==> src/design/rsc_pkg.sv <==
`timescale 1ns / 1ps

package rsc_pkg;

  localparam logic [2:0] KIND_PUSH = 3'd0;
  localparam logic [2:0] KIND_PEEK = 3'd1;
  localparam logic [2:0] KIND_ADD  = 3'd2;
  localparam logic [2:0] KIND_SUB  = 3'd3;
  localparam logic [2:0] KIND_MUL  = 3'd4;
  localparam logic [2:0] KIND_DIV  = 3'd5;

  localparam logic [2:0] ST_OK    = 3'd0;
  localparam logic [2:0] ST_FULL  = 3'd1;
  localparam logic [2:0] ST_EMPTY = 3'd2;
  localparam logic [2:0] ST_ONE   = 3'd3;
  localparam logic [2:0] ST_DIV0  = 3'd4;

  localparam logic [31:0] Q_MAX = 32'h7fff_ffff;
  localparam logic [31:0] Q_MIN = 32'h8000_0000;

  localparam int DVD_W     = 48;
  localparam int DIV_BITS  = 2;
  localparam int DIV_STEPS = DVD_W / DIV_BITS;
  localparam int DCNT_W    = $clog2(DIV_STEPS);

  typedef struct packed {
    logic       accept;
    logic       load_opnd;
    logic       mul_fin;
    logic       div_step;
    logic       div_fin;
    logic       commit;
    logic [2:0] status;
  } rsc_cmd_t;

  typedef struct packed {
    logic cnt_zero;
    logic cnt_one;
    logic cnt_full;
    logic top_zero;
    logic div_last;
  } rsc_sts_t;

endpackage

==> src/design/rsc_ram.sv <==
`timescale 1ns / 1ps

module rsc_ram #(
  parameter int WIDTH = 32,
  parameter int DEPTH = 16
) (
  input  logic                     clk,
  input  logic                     we,
  input  logic [$clog2(DEPTH)-1:0] waddr,
  input  logic [WIDTH-1:0]         wdata,
  input  logic [$clog2(DEPTH)-1:0] raddr,
  output logic [WIDTH-1:0]         rdata
);

  logic [WIDTH-1:0] mem [DEPTH];

  always_ff @(posedge clk) begin
    if (we) begin
      mem[waddr] <= wdata;
    end
    rdata <= mem[raddr];
  end

endmodule

==> src/design/rsc_ctrl.sv <==
`timescale 1ns / 1ps

module rsc_ctrl
  import rsc_pkg::*;
(
  input  logic       clk,
  input  logic       rst_n,
  input  logic       in_valid,
  input  logic [2:0] in_kind,
  output logic       in_stall,
  output logic       out_valid,
  input  logic       out_stall,
  output rsc_cmd_t   cmd,
  input  rsc_sts_t   sts
);

  typedef enum logic [2:0] {
    S_IDLE,
    S_OPND,
    S_MUL,
    S_DIV,
    S_DIVFIN,
    S_FIN
  } state_t;

  state_t     state_r, state_nxt;
  logic [2:0] kind_r, kind_nxt;
  logic [2:0] st_r, st_nxt;
  logic       out_valid_r, out_valid_nxt;
  logic       acc;
  logic       out_free;

  assign acc      = in_valid && (state_r == S_IDLE);
  assign out_free = !out_valid_r || !out_stall;
  assign in_stall = (state_r != S_IDLE);
  assign out_valid = out_valid_r;

  always_comb begin
    state_nxt     = state_r;
    kind_nxt      = kind_r;
    st_nxt        = st_r;
    out_valid_nxt = out_valid_r && out_stall;
    cmd           = '0;
    cmd.status    = st_r;
    unique case (state_r)
      S_IDLE: begin
        if (acc) begin
          cmd.accept = 1'b1;
          kind_nxt   = in_kind;
          state_nxt  = S_FIN;
          st_nxt     = ST_OK;
          unique case (in_kind)
            KIND_PUSH: begin
              if (sts.cnt_full) begin
                st_nxt = ST_FULL;
              end
            end
            KIND_PEEK: begin
              if (sts.cnt_zero) begin
                st_nxt = ST_EMPTY;
              end
            end
            KIND_ADD, KIND_SUB, KIND_MUL, KIND_DIV: begin
              priority if (sts.cnt_zero) begin
                st_nxt = ST_EMPTY;
              end else if (sts.cnt_one) begin
                st_nxt = ST_ONE;
              end else if (in_kind == KIND_DIV && sts.top_zero) begin
                st_nxt = ST_DIV0;
              end else begin
                state_nxt = S_OPND;
              end
            end
            default: begin
              st_nxt = ST_OK;
            end
          endcase
        end
      end
      S_OPND: begin
        cmd.load_opnd = 1'b1;
        priority if (kind_r == KIND_MUL) begin
          state_nxt = S_MUL;
        end else if (kind_r == KIND_DIV) begin
          state_nxt = S_DIV;
        end else begin
          state_nxt = S_FIN;
        end
      end
      S_MUL: begin
        cmd.mul_fin = 1'b1;
        state_nxt   = S_FIN;
      end
      S_DIV: begin
        cmd.div_step = 1'b1;
        if (sts.div_last) begin
          state_nxt = S_DIVFIN;
        end
      end
      S_DIVFIN: begin
        cmd.div_fin = 1'b1;
        state_nxt   = S_FIN;
      end
      S_FIN: begin
        if (out_free) begin
          cmd.commit    = 1'b1;
          out_valid_nxt = 1'b1;
          state_nxt     = S_IDLE;
        end
      end
      default: begin
        state_nxt = S_IDLE;
      end
    endcase
  end

  always_ff @(posedge clk) begin
    if (!rst_n) begin
      state_r     <= S_IDLE;
      out_valid_r <= 1'b0;
      kind_r      <= KIND_PUSH;
      st_r        <= ST_OK;
    end else begin
      state_r     <= state_nxt;
      out_valid_r <= out_valid_nxt;
      kind_r      <= kind_nxt;
      st_r        <= st_nxt;
    end
  end

endmodule

==> src/design/rsc_dp.sv <==
`timescale 1ns / 1ps

module rsc_dp
  import rsc_pkg::*;
#(
  parameter int STACK_DEPTH = 16
) (
  input  logic               clk,
  input  logic               rst_n,
  input  logic [2:0]         in_kind,
  input  logic signed [31:0] in_push_value,
  input  rsc_cmd_t           cmd,
  output rsc_sts_t           sts,
  output logic [2:0]         out_status,
  output logic signed [31:0] out_top_value,
  output logic [4:0]         out_depth_now
);

  localparam int CW = $clog2(STACK_DEPTH + 1);
  localparam int AW = $clog2(STACK_DEPTH);

  logic [CW-1:0]    count_r, count_nxt;
  logic [31:0]      top_r, top_nxt;
  logic [2:0]       kind_r;
  logic [31:0]      push_r;
  logic [31:0]      sec;
  logic [CW-1:0]    cnt_m1, cnt_m2;
  logic             ram_we;

  logic [31:0]        res_r;
  logic signed [63:0] prod_r;

  logic [DVD_W-1:0]  dvd_r, dvd_nxt;
  logic [31:0]       rem_r, rem_nxt;
  logic [31:0]       dvs_r;
  logic              neg_r;
  logic [DCNT_W-1:0] dcnt_r;

  logic [32:0] sum;
  logic [32:0] dif;
  logic [31:0] s_abs, t_abs;
  logic [31:0] mul_sat;
  logic [31:0] div_sat;
  logic [31:0] dep_ext;

  logic [2:0]  ost_r;
  logic [31:0] otop_r;
  logic [4:0]  odep_r;

  assign cnt_m1 = count_r - CW'(1);
  assign cnt_m2 = count_r - CW'(2);

  rsc_ram #(
    .WIDTH (32),
    .DEPTH (STACK_DEPTH)
  ) u_ram (
    .clk   (clk),
    .we    (ram_we),
    .waddr (cnt_m1[AW-1:0]),
    .wdata (top_r),
    .raddr (cnt_m2[AW-1:0]),
    .rdata (sec)
  );

  assign sts.cnt_zero = (count_r == '0);
  assign sts.cnt_one  = (count_r == CW'(1));
  assign sts.cnt_full = (count_r == CW'(STACK_DEPTH));
  assign sts.top_zero = (top_r == '0);
  assign sts.div_last = (dcnt_r == DCNT_W'(DIV_STEPS - 1));

  assign sum   = {sec[31], sec} + {top_r[31], top_r};
  assign dif   = {sec[31], sec} - {top_r[31], top_r};
  assign s_abs = sec[31] ? (32'd0 - sec) : sec;
  assign t_abs = top_r[31] ? (32'd0 - top_r) : top_r;

  always_comb begin
    priority if (!prod_r[63] && (|prod_r[62:47])) begin
      mul_sat = Q_MAX;
    end else if (prod_r[63] && !(&prod_r[62:47])) begin
      mul_sat = Q_MIN;
    end else begin
      mul_sat = prod_r[47:16];
    end
  end

  always_comb begin
    if (!neg_r) begin
      div_sat = (dvd_r > DVD_W'(Q_MAX)) ? Q_MAX : dvd_r[31:0];
    end else begin
      div_sat = (dvd_r > DVD_W'(Q_MIN)) ? Q_MIN : (32'd0 - dvd_r[31:0]);
    end
  end

  always_comb begin
    logic [32:0] rsh;
    rem_nxt = rem_r;
    dvd_nxt = dvd_r;
    for (int i = 0; i < DIV_BITS; i++) begin
      rsh = {rem_nxt, dvd_nxt[DVD_W-1]};
      if (rsh >= {1'b0, dvs_r}) begin
        rsh     = rsh - {1'b0, dvs_r};
        dvd_nxt = {dvd_nxt[DVD_W-2:0], 1'b1};
      end else begin
        dvd_nxt = {dvd_nxt[DVD_W-2:0], 1'b0};
      end
      rem_nxt = rsh[31:0];
    end
  end

  always_comb begin
    count_nxt = count_r;
    top_nxt   = top_r;
    ram_we    = 1'b0;
    if (cmd.commit && cmd.status == ST_OK) begin
      if (kind_r == KIND_PUSH) begin
        ram_we    = (count_r != '0);
        top_nxt   = push_r;
        count_nxt = count_r + CW'(1);
      end else if (kind_r == KIND_ADD || kind_r == KIND_SUB ||
                   kind_r == KIND_MUL || kind_r == KIND_DIV) begin
        top_nxt   = res_r;
        count_nxt = cnt_m1;
      end
    end
  end

  assign dep_ext = 32'(count_nxt);

  always_ff @(posedge clk) begin
    if (!rst_n) begin
      count_r <= '0;
    end else begin
      count_r <= count_nxt;
    end
  end

  always_ff @(posedge clk) begin
    top_r <= top_nxt;
    if (cmd.accept) begin
      kind_r <= in_kind;
      push_r <= in_push_value;
    end
    if (cmd.load_opnd) begin
      prod_r <= $signed(sec) * $signed(top_r);
      dvd_r  <= {s_abs, 16'd0};
      dvs_r  <= t_abs;
      rem_r  <= '0;
      neg_r  <= sec[31] ^ top_r[31];
      dcnt_r <= '0;
      if (kind_r == KIND_ADD) begin
        res_r <= (sum[32] != sum[31]) ? (sum[32] ? Q_MIN : Q_MAX) : sum[31:0];
      end else begin
        res_r <= (dif[32] != dif[31]) ? (dif[32] ? Q_MIN : Q_MAX) : dif[31:0];
      end
    end
    if (cmd.mul_fin) begin
      res_r <= mul_sat;
    end
    if (cmd.div_step) begin
      dvd_r  <= dvd_nxt;
      rem_r  <= rem_nxt;
      dcnt_r <= dcnt_r + DCNT_W'(1);
    end
    if (cmd.div_fin) begin
      res_r <= div_sat;
    end
    if (cmd.commit) begin
      ost_r  <= cmd.status;
      otop_r <= (count_nxt == '0) ? 32'd0 : top_nxt;
      odep_r <= dep_ext[4:0];
    end
  end

  assign out_status    = ost_r;
  assign out_top_value = otop_r;
  assign out_depth_now = odep_r;

endmodule

==> src/design/rpn_stack_calculator.sv <==
`timescale 1ns / 1ps

// Reverse Polish calculator on a stack of signed Q16.16 values, STACK_DEPTH entries deep.
// Each request carries a command (push, peek, add, subtract, multiply, divide) and
// returns exactly one response with a status code, the new top of stack and the new
// depth. The top entry lives in a register and the rest in a RAM with one write port and
// one registered read port, from which an arithmetic command reads its second operand.
// Push, peek, unused codes and every error case go straight to the response; add and
// subtract first load the operands, multiply then adds a product step, and divide runs a
// restoring divider that resolves 2 quotient bits per cycle over a 48-bit dividend.
// A new request is accepted on the cycle after the previous one has been committed to
// the output register, even while that response is still stalled.

module rpn_stack_calculator
  import rsc_pkg::*;
#(
  parameter int STACK_DEPTH = 16
) (
  input  logic               clk,
  input  logic               rst_n,
  input  logic               in_valid,
  output logic               in_stall,
  input  logic [2:0]         in_kind,
  input  logic signed [31:0] in_push_value,
  output logic               out_valid,
  input  logic               out_stall,
  output logic [2:0]         out_status,
  output logic signed [31:0] out_top_value,
  output logic [4:0]         out_depth_now
);

  rsc_cmd_t cmd;
  rsc_sts_t sts;

  rsc_ctrl u_ctrl (
    .clk       (clk),
    .rst_n     (rst_n),
    .in_valid  (in_valid),
    .in_kind   (in_kind),
    .in_stall  (in_stall),
    .out_valid (out_valid),
    .out_stall (out_stall),
    .cmd       (cmd),
    .sts       (sts)
  );

  rsc_dp #(
    .STACK_DEPTH (STACK_DEPTH)
  ) u_dp (
    .clk           (clk),
    .rst_n         (rst_n),
    .in_kind       (in_kind),
    .in_push_value (in_push_value),
    .cmd           (cmd),
    .sts           (sts),
    .out_status    (out_status),
    .out_top_value (out_top_value),
    .out_depth_now (out_depth_now)
  );

endmodule
==> config.mk <==
export PLATFORM = sky130hd
export DESIGN_NAME = rpn_stack_calculator
export DESIGN_NICKNAME = d
export VERILOG_FILES = /design/src/design/rsc_pkg.sv /design/src/design/rsc_ram.sv /design/src/design/rsc_ctrl.sv /design/src/design/rsc_dp.sv /design/src/design/rpn_stack_calculator.sv
export SDC_FILE = /design/constraint.sdc
export NUM_CORES = 2
export LEC_CHECK = 0
export BUFFER_PORTS_ARGS = -buffer_cell sky130_fd_sc_hd__clkbuf_2
export CAP_MARGIN = 15
export CORE_MARGIN = 2
export CORE_UTILIZATION = 45
export CTS_CLUSTER_SIZE = 12
export DETAILED_ROUTE_END_ITERATION = 7
export SETUP_SLACK_MARGIN = 0.3
export SYNTH_ARGS = -nofsm -noshare
export SYNTH_HDL_FRONTEND = slang
export SYNTH_SLANG_ARGS = --single-unit
==> constraint.sdc <==
create_clock -name clk -period 14.7 [get_ports clk]
set_input_delay 1.47 -clock clk [delete_from_list [all_inputs] [get_ports clk]]
set_output_delay 1.47 -clock clk [all_outputs]
set_load 0.05 [all_outputs]
# --- After elaboration in Yosys (flattened, before gate mapping) ---
# Memory sizes are Yosys's and may differ from the RTL's. A register that Yosys moved wholly into a read port is not among the register bits.
# Index checks and enable logic that the tools add are counted.
totals:
  memories: 1
  reg_bits: 336
  ramBits: 512
  in_bits: 39
  output_inout_bits: 42
  word_cells: 153
op_classes:
  n_mul: 1
  order_cmp: 4
  n_mux: 61
  reduce_logical: 31
  n_addsub: 11
  eq_ne: 24
  bitwise: 1
mem_list:
  columns: ["memory", "words", "word_bits", "rd", "rd_ports_with_merged_regs", "write_ports", "line_no", "source"]
  rows:
  - ["u_dp.u_ram.mem", 16, 32, 1, 1, 1, "rsc_ram.sv:15", "logic [WIDTH-1:0] mem [DEPTH];"]
op_table:
  columns: ["op", "n"]
  rows:
  - ["2-to-1 mux 32 bit", 21]
  - ["2-to-1 mux 48 bit", 2]
  - ["subtractor 1 x 32 -> 32 bit, first input constant", 3]
  - [">= comparator 33 x 32 -> 1 bit", 2]
  - ["multiplier 32 x 32 -> 64 bit", 1]
  - ["subtractor 32 bit", 2]
  - ["> comparator 48 x 31 -> 1 bit, second input constant", 1]
  - ["> comparator 48 x 32 -> 1 bit, second input constant", 1]
  - ["2-to-1 mux 3 bit", 12]
  - ["adder 32 x 32 -> 33 bit", 1]
  - ["subtractor 32 x 32 -> 33 bit", 1]
  - ["logical NOT 32 bit", 1]
  - ["2-to-1 mux 31 bit", 1]
  - ["2-to-1 mux 5 bit", 5]
  - ["== test 3 bit, second input constant", 8]
  - ["== test 3 x 2 -> 1 bit, second input constant", 6]
  - ["2-to-1 mux 1 bit", 17]
  - ["AND reduction 16 bit", 1]
  - ["OR reduction 16 bit", 1]
  - ["one-hot mux 3 bit (5 select lines)", 1]
  - ["logical NOT 3 bit", 4]
  - ["adder 5 x 1 -> 5 bit, second input constant", 2]
  - ["== test 5 bit, second input constant", 2]
  - ["logical NOT 5 bit", 2]
  - ["other kinds (20)", 35]

# --- Logic depth before layout (Yosys ltp) ---
logic_depth:
  word_depth: 8
  mapped_depth: 33
  depth_no_buf: 30

# --- Modules after synthesis ---
# From an unflattened synthesis, not the netlist that was laid out.
hier_totals:
  hier_cells: 7043
  area_unflattened_um2: 77647.0
by_module_without_submodules:
  columns: ["mod", "instances", "area_per_inst_um2", "cells_each", "seq_area_each_um2"]
  rows:
  - ["rsc_dp", 1, 57219.9, 6139, 8938.6]
  - ["rsc_ram", 1, 19835.3, 838, 16015.4]
  - ["rsc_ctrl", 1, 591.8, 66, 200.2]

# --- Worst setup path before layout ---
# No wires, ideal clock.
synth_timing:
  kind: "reg-to-reg"
  startpoint: "reg u_dp.u_ram.rdata[31] (read register of u_dp.u_ram.mem)"
  endpoint: "reg u_dp.prod_r[62], data pin"
  slack_ns: 5.969
  required_ns: 14.438
  synth_period_minus_slack_ns: 8.731
  path_buffers: 4
  arrival_time_ns: 8.469
  path_stages_with_launch: 31
  setup_ns: 0.262
  cell_sequence: "dfxtp_1 clkbuf_1 clkbuf_1 clkbuf_1 nand2_1 inv_1 fa_1 inv_1 fa_1 inv_1 fa_1 fa_1 inv_1 fa_1 inv_1 fa_1 fa_1 inv_1 fa_1 inv_1 ha_1 clkbuf_1 nand3_1 nor2_1 nand3_1 nor4_1 nand2_1 o311ai_0 a31oi_1 o21bai_1 xor2_1"
synth_via:
  elab_chain_cells: 1
synth_lines:
  columns: ["item", "line_no", "source"]
  rows:
  - ["start: declaration", "rsc_ram.sv:12", "output logic [WIDTH-1:0] rdata"]
  - ["multiplier 32 x 32 -> 64 bit", "rsc_dp.sv:144", "prod_r <= $signed(sec) * $signed(top_r);"]
  - ["end signal: assignment", "rsc_dp.sv:144", null]
  - ["end: declaration", "rsc_dp.sv:31", "logic signed [63:0] prod_r;"]
# Every way passes these cells.
# A chain may end at the register's enable or synchronous reset.

# --- Worst setup path in the final report ---
layout_timing:
  startpoint: "reg u_dp.top_r[5]"
  endpoint: "reg u_dp.prod_r[62], data pin"
layout_via:
  elab_chain_cells: 1
layout_lines:
  columns: ["item", "line_no", "source"]
  rows:
  - ["start: declaration", "rsc_dp.sv:23", "logic [31:0] top_r, top_nxt;"]
  - ["start signal: assignment", "rsc_dp.sv:138", "top_r <= top_nxt;"]
  - ["multiplier 32 x 32 -> 64 bit", "rsc_dp.sv:144", null]
# Every way passes these cells.

==> summary.txt <==
Synthesis
  – Mux share of post-synthesis cell area: 0.0483
  – Largest area contributor in the netlist: edfxtp_1
  – Synthesized instance count: 7012
  – Async S/R FF share, synth: 0
  – Post-synthesis sequential area ratio: 0.326
  – Synth Cell Area: 77200 sq um
  – Cell variety after synth: 87
  – Post-synth EDFFs: 785
  – Synth Warn #: 0
  – Largest family of logic cells by synthesized area: adder cells
  – Syn_nets: 8458
  – XOR/XNOR Fraction of Synth Area: 0.0266
  – Simple-Gate Fraction of Synth Area: 0.116
  – Ys flop type: edfxtp_1
  – Compound-Gate Fraction of Synth Area: 0.0732
  – Synth top area cells: edfxtp_1 31%, fa_1 28%, inv_1 5.8%, ha_1 5.2%, mux4_2 4.7%
  – Post-synth top area share: 0.305
  – FF+latch count, synth: 864
  – Post-Synth Adder-Cell Area: 0.333
  – Syn Area/Cell: 11.0 sq um

STA
  – Worst slew pin tran: 1140 ps
  – Crit path time final: 9730 ps
  – RSZ-0062 raised after global routing: false
  – Fin Clk Skew: 62.6 ps
  – Max Freq: 103 MHz
  – Worst slew margin: 0.238
  – Max Slew Vio Count: 0
  – Period utilisation layout: 0.662
  – Finish-stage setup viols: 0
  – Fin. Hold Viols: 0
  – Setup_tns: 0 ps

Layout
  – Area Overhead vs Synth: 8.01%
  – Area of the multi-input gates: 46300 sq um
  – FILL cells: 15500
  – Commonest cells after routing, fill and taps aside: 1192 x inv_1, 1085 x fa_1, 785 x edfxtp_1, 737 x nand2_1, 390 x and2_1
  – Register Area: 25200 sq um
  – Layout cells sized above 1: 0.0892
  – Non-filler instance count after layout: 9264
  – Most common cell after layout, fill and taps aside: inv_1
  – Layout Nets: 8394

Clock network
  – H-tree Lvls: 3
  – TritonCTS clock tree: yes
  – Root Driver: clkbuf_16
  – Worst-Skew Late Latency: 770 ps
  – Clk buf depth: 3
  – Post-CTS Setup Bufs: 0
  – CTS Hold Buffers Added: 0
  – Clock Pin Slew Worst Setup and Hold Paths: 60 ps
  – PostCTS Resize Cnt: 0
  – Cts bufs inserted: 97
  – CTS sink count: 864

Setup path
  – Required time of the critical path: 15180 ps
  – Crit path DAT: 10210 ps
  – Worst-path maximum fanout: 51
  – CP endpoint kind: flip-flop
  – Startpoint Class: flip-flop
  – CP Class: flip-flop to flip-flop

Routing
  – Residual DRC: 0
  – DR iter-0 viols: 4903
  – Final wirelength: 237000 um
  – Vias: 53200
  – Vias/cell: 5.75
  – Post-route ant nets: 0
  – Drt first pass iters: 7
  – WL per Instance: 25.6 um

Floorplan
  – Row count: 152
  – Die span in x: 418 um
  – Chip Height: 418 um
  – Die area: 175000 sq um
  – Ports: 81
  – Initial Util: 0.451
  – Core area: 171000 sq um

Worst hold path
  – Hold Crit Class: flip-flop to flip-flop

GRT
  – Vias in the first global route: 55700
  – Initial antenna violation count: 11
  – Overall routing resource usage: 0.278
  – Grt ovf: 0
  – Pin count of the biggest net entering global routing: 105
  – First-pass GRT wire length: 360000 um

Status
  – Status: finished clean

Place
  – Detailed placement HPWL: 164000 um
  – Routability cong.: 0.933
  – Placed cell count: 9081
  – PortBufs: 80

Run
  – Max Cap Viol: 0
[final cells by class]
class	instances	area share
Clock buffer	137	0.0315
Timing Repair Buffer	209	0.0166
Multi-Input combinational cell	4575	0.555
Antenna cell	3	0.0000900
Sequential cell	864	0.302
Clock inverter	42	0.00669
Inverter	1201	0.0540
Tap cell	2233	0.0335
[through the flow]
step / hold slack, ps / worst slack [ps] / instance area (sq um) / util
after floorplan: 431 / 5970 / 77200 / -
after global placement: 450 / 4970 / 80200 / 0.469
after detailed placement: 452 / 4910 / 80200 / 0.469
after CTS: 466 / 4850 / 83400 / 0.487
after global routing: 486 / 4320 / 83400 / 0.487
final: 462 / 4970 / 83400 / 0.487
[worst max-delay path: stages, from the launching register on]
cell and delay [ps]:
dfxtp_2 310, buf_4 610, nand2_1 300, inv_1 150, fa_1 420, inv_1 250, fa_1 470, inv_1 210
fa_1 520, fa_1 940, inv_1 390, fa_1 570, inv_1 50, fa_1 480, fa_1 500, inv_1 60
fa_1 510, inv_1 40, ha_1 390, nand3_1 140, nor2_1 150, nand3_1 110, nor4_1 530, nand2_1 90
o311ai_0 700, a31oi_1 250, o21bai_1 210, xor2_1 90
[synth_stat cells, types with 10 or more instances]
cell      number
nor3_1        87
or3_1         35
ha_1         322
o221ai_1      10
a21boi_0      13
mux4_2       160
and2_1       391
nand2b_1      27
o31ai_1       29
fa_1        1085
xnor2_1      157
nor2b_1       32
and3_1        30
inv_1       1193
o21bai_1      20
a21oi_1      220
or2_2         17
a221oi_1      11
dfxtp_1       79
o41ai_1       13
nor2_1       366
o211ai_1      38
o22ai_1       39
a31oi_1       40
nand4_1       36
a211oi_1      26
buf_1         31
clkbuf_1     323
nor4_1        30
nor3b_1       11
o21ai_0      209
xor2_1        78
edfxtp_1     785
o21a_1        38
o311ai_0      10
a21o_1        84
nand2_1      737
nand3_1       45
buf_2         13
[path summary, 6_finish.rpt]
kind	start	endpoint	slack [ps]	depth (start not counted)
worst max-delay path	u_dp.top_r[5]	u_dp.prod_r[62]	4970	27
worst min register to register	u_ctrl.kind_r[1]	u_ctrl.kind_r[1]	460	2
worst min-delay path	u_ctrl.kind_r[1]	u_ctrl.kind_r[1]	460	2
worst max register to register	u_dp.top_r[5]	u_dp.prod_r[62]	4970	27
[metal layers]
| metal | vias up | global-route usage | share of wire |
|---|---|---|---|
| met2 | 2198 | 0.441 | 0.47 |
| met3 | 473 | 0.0474 | 0.080 |
| met4 | 4 | 0.110 | 0.043 |
| met5 | - | 0 | 0.00014 |
| li1 | 22800 | - | - |
| met1 | 27800 | 0.382 | 0.41 |
[registers in the layout (all words and copies together) (netlist names), 32 cells and up]
register            cells
u_dp.u_ram.rdata       32
u_dp.out_top_value     32
u_dp.rem_r             32
u_dp.dvd_r             48
u_dp.prod_r            48
u_dp.dvs_r             32
u_dp.top_r             32
u_dp.res_r             32
u_dp.push_r            32
u_dp.u_ram.mem        512
[cells by family after synthesis]
| group | after synthesis |
|---|---|
| and+or+nand+nor | 1879 |
| buffers and inverters | 1573 |
| adders and majority gates | 1407 |
| AOI/OAI and AO/OA | 882 |
| DFF | 864 |
| xor gates and xnor gates | 235 |
| muxes | 172 |
Power is left out: the tool's default activity adds up to more than one toggle a clock period on the data nets, which glitch-free logic cannot reach.
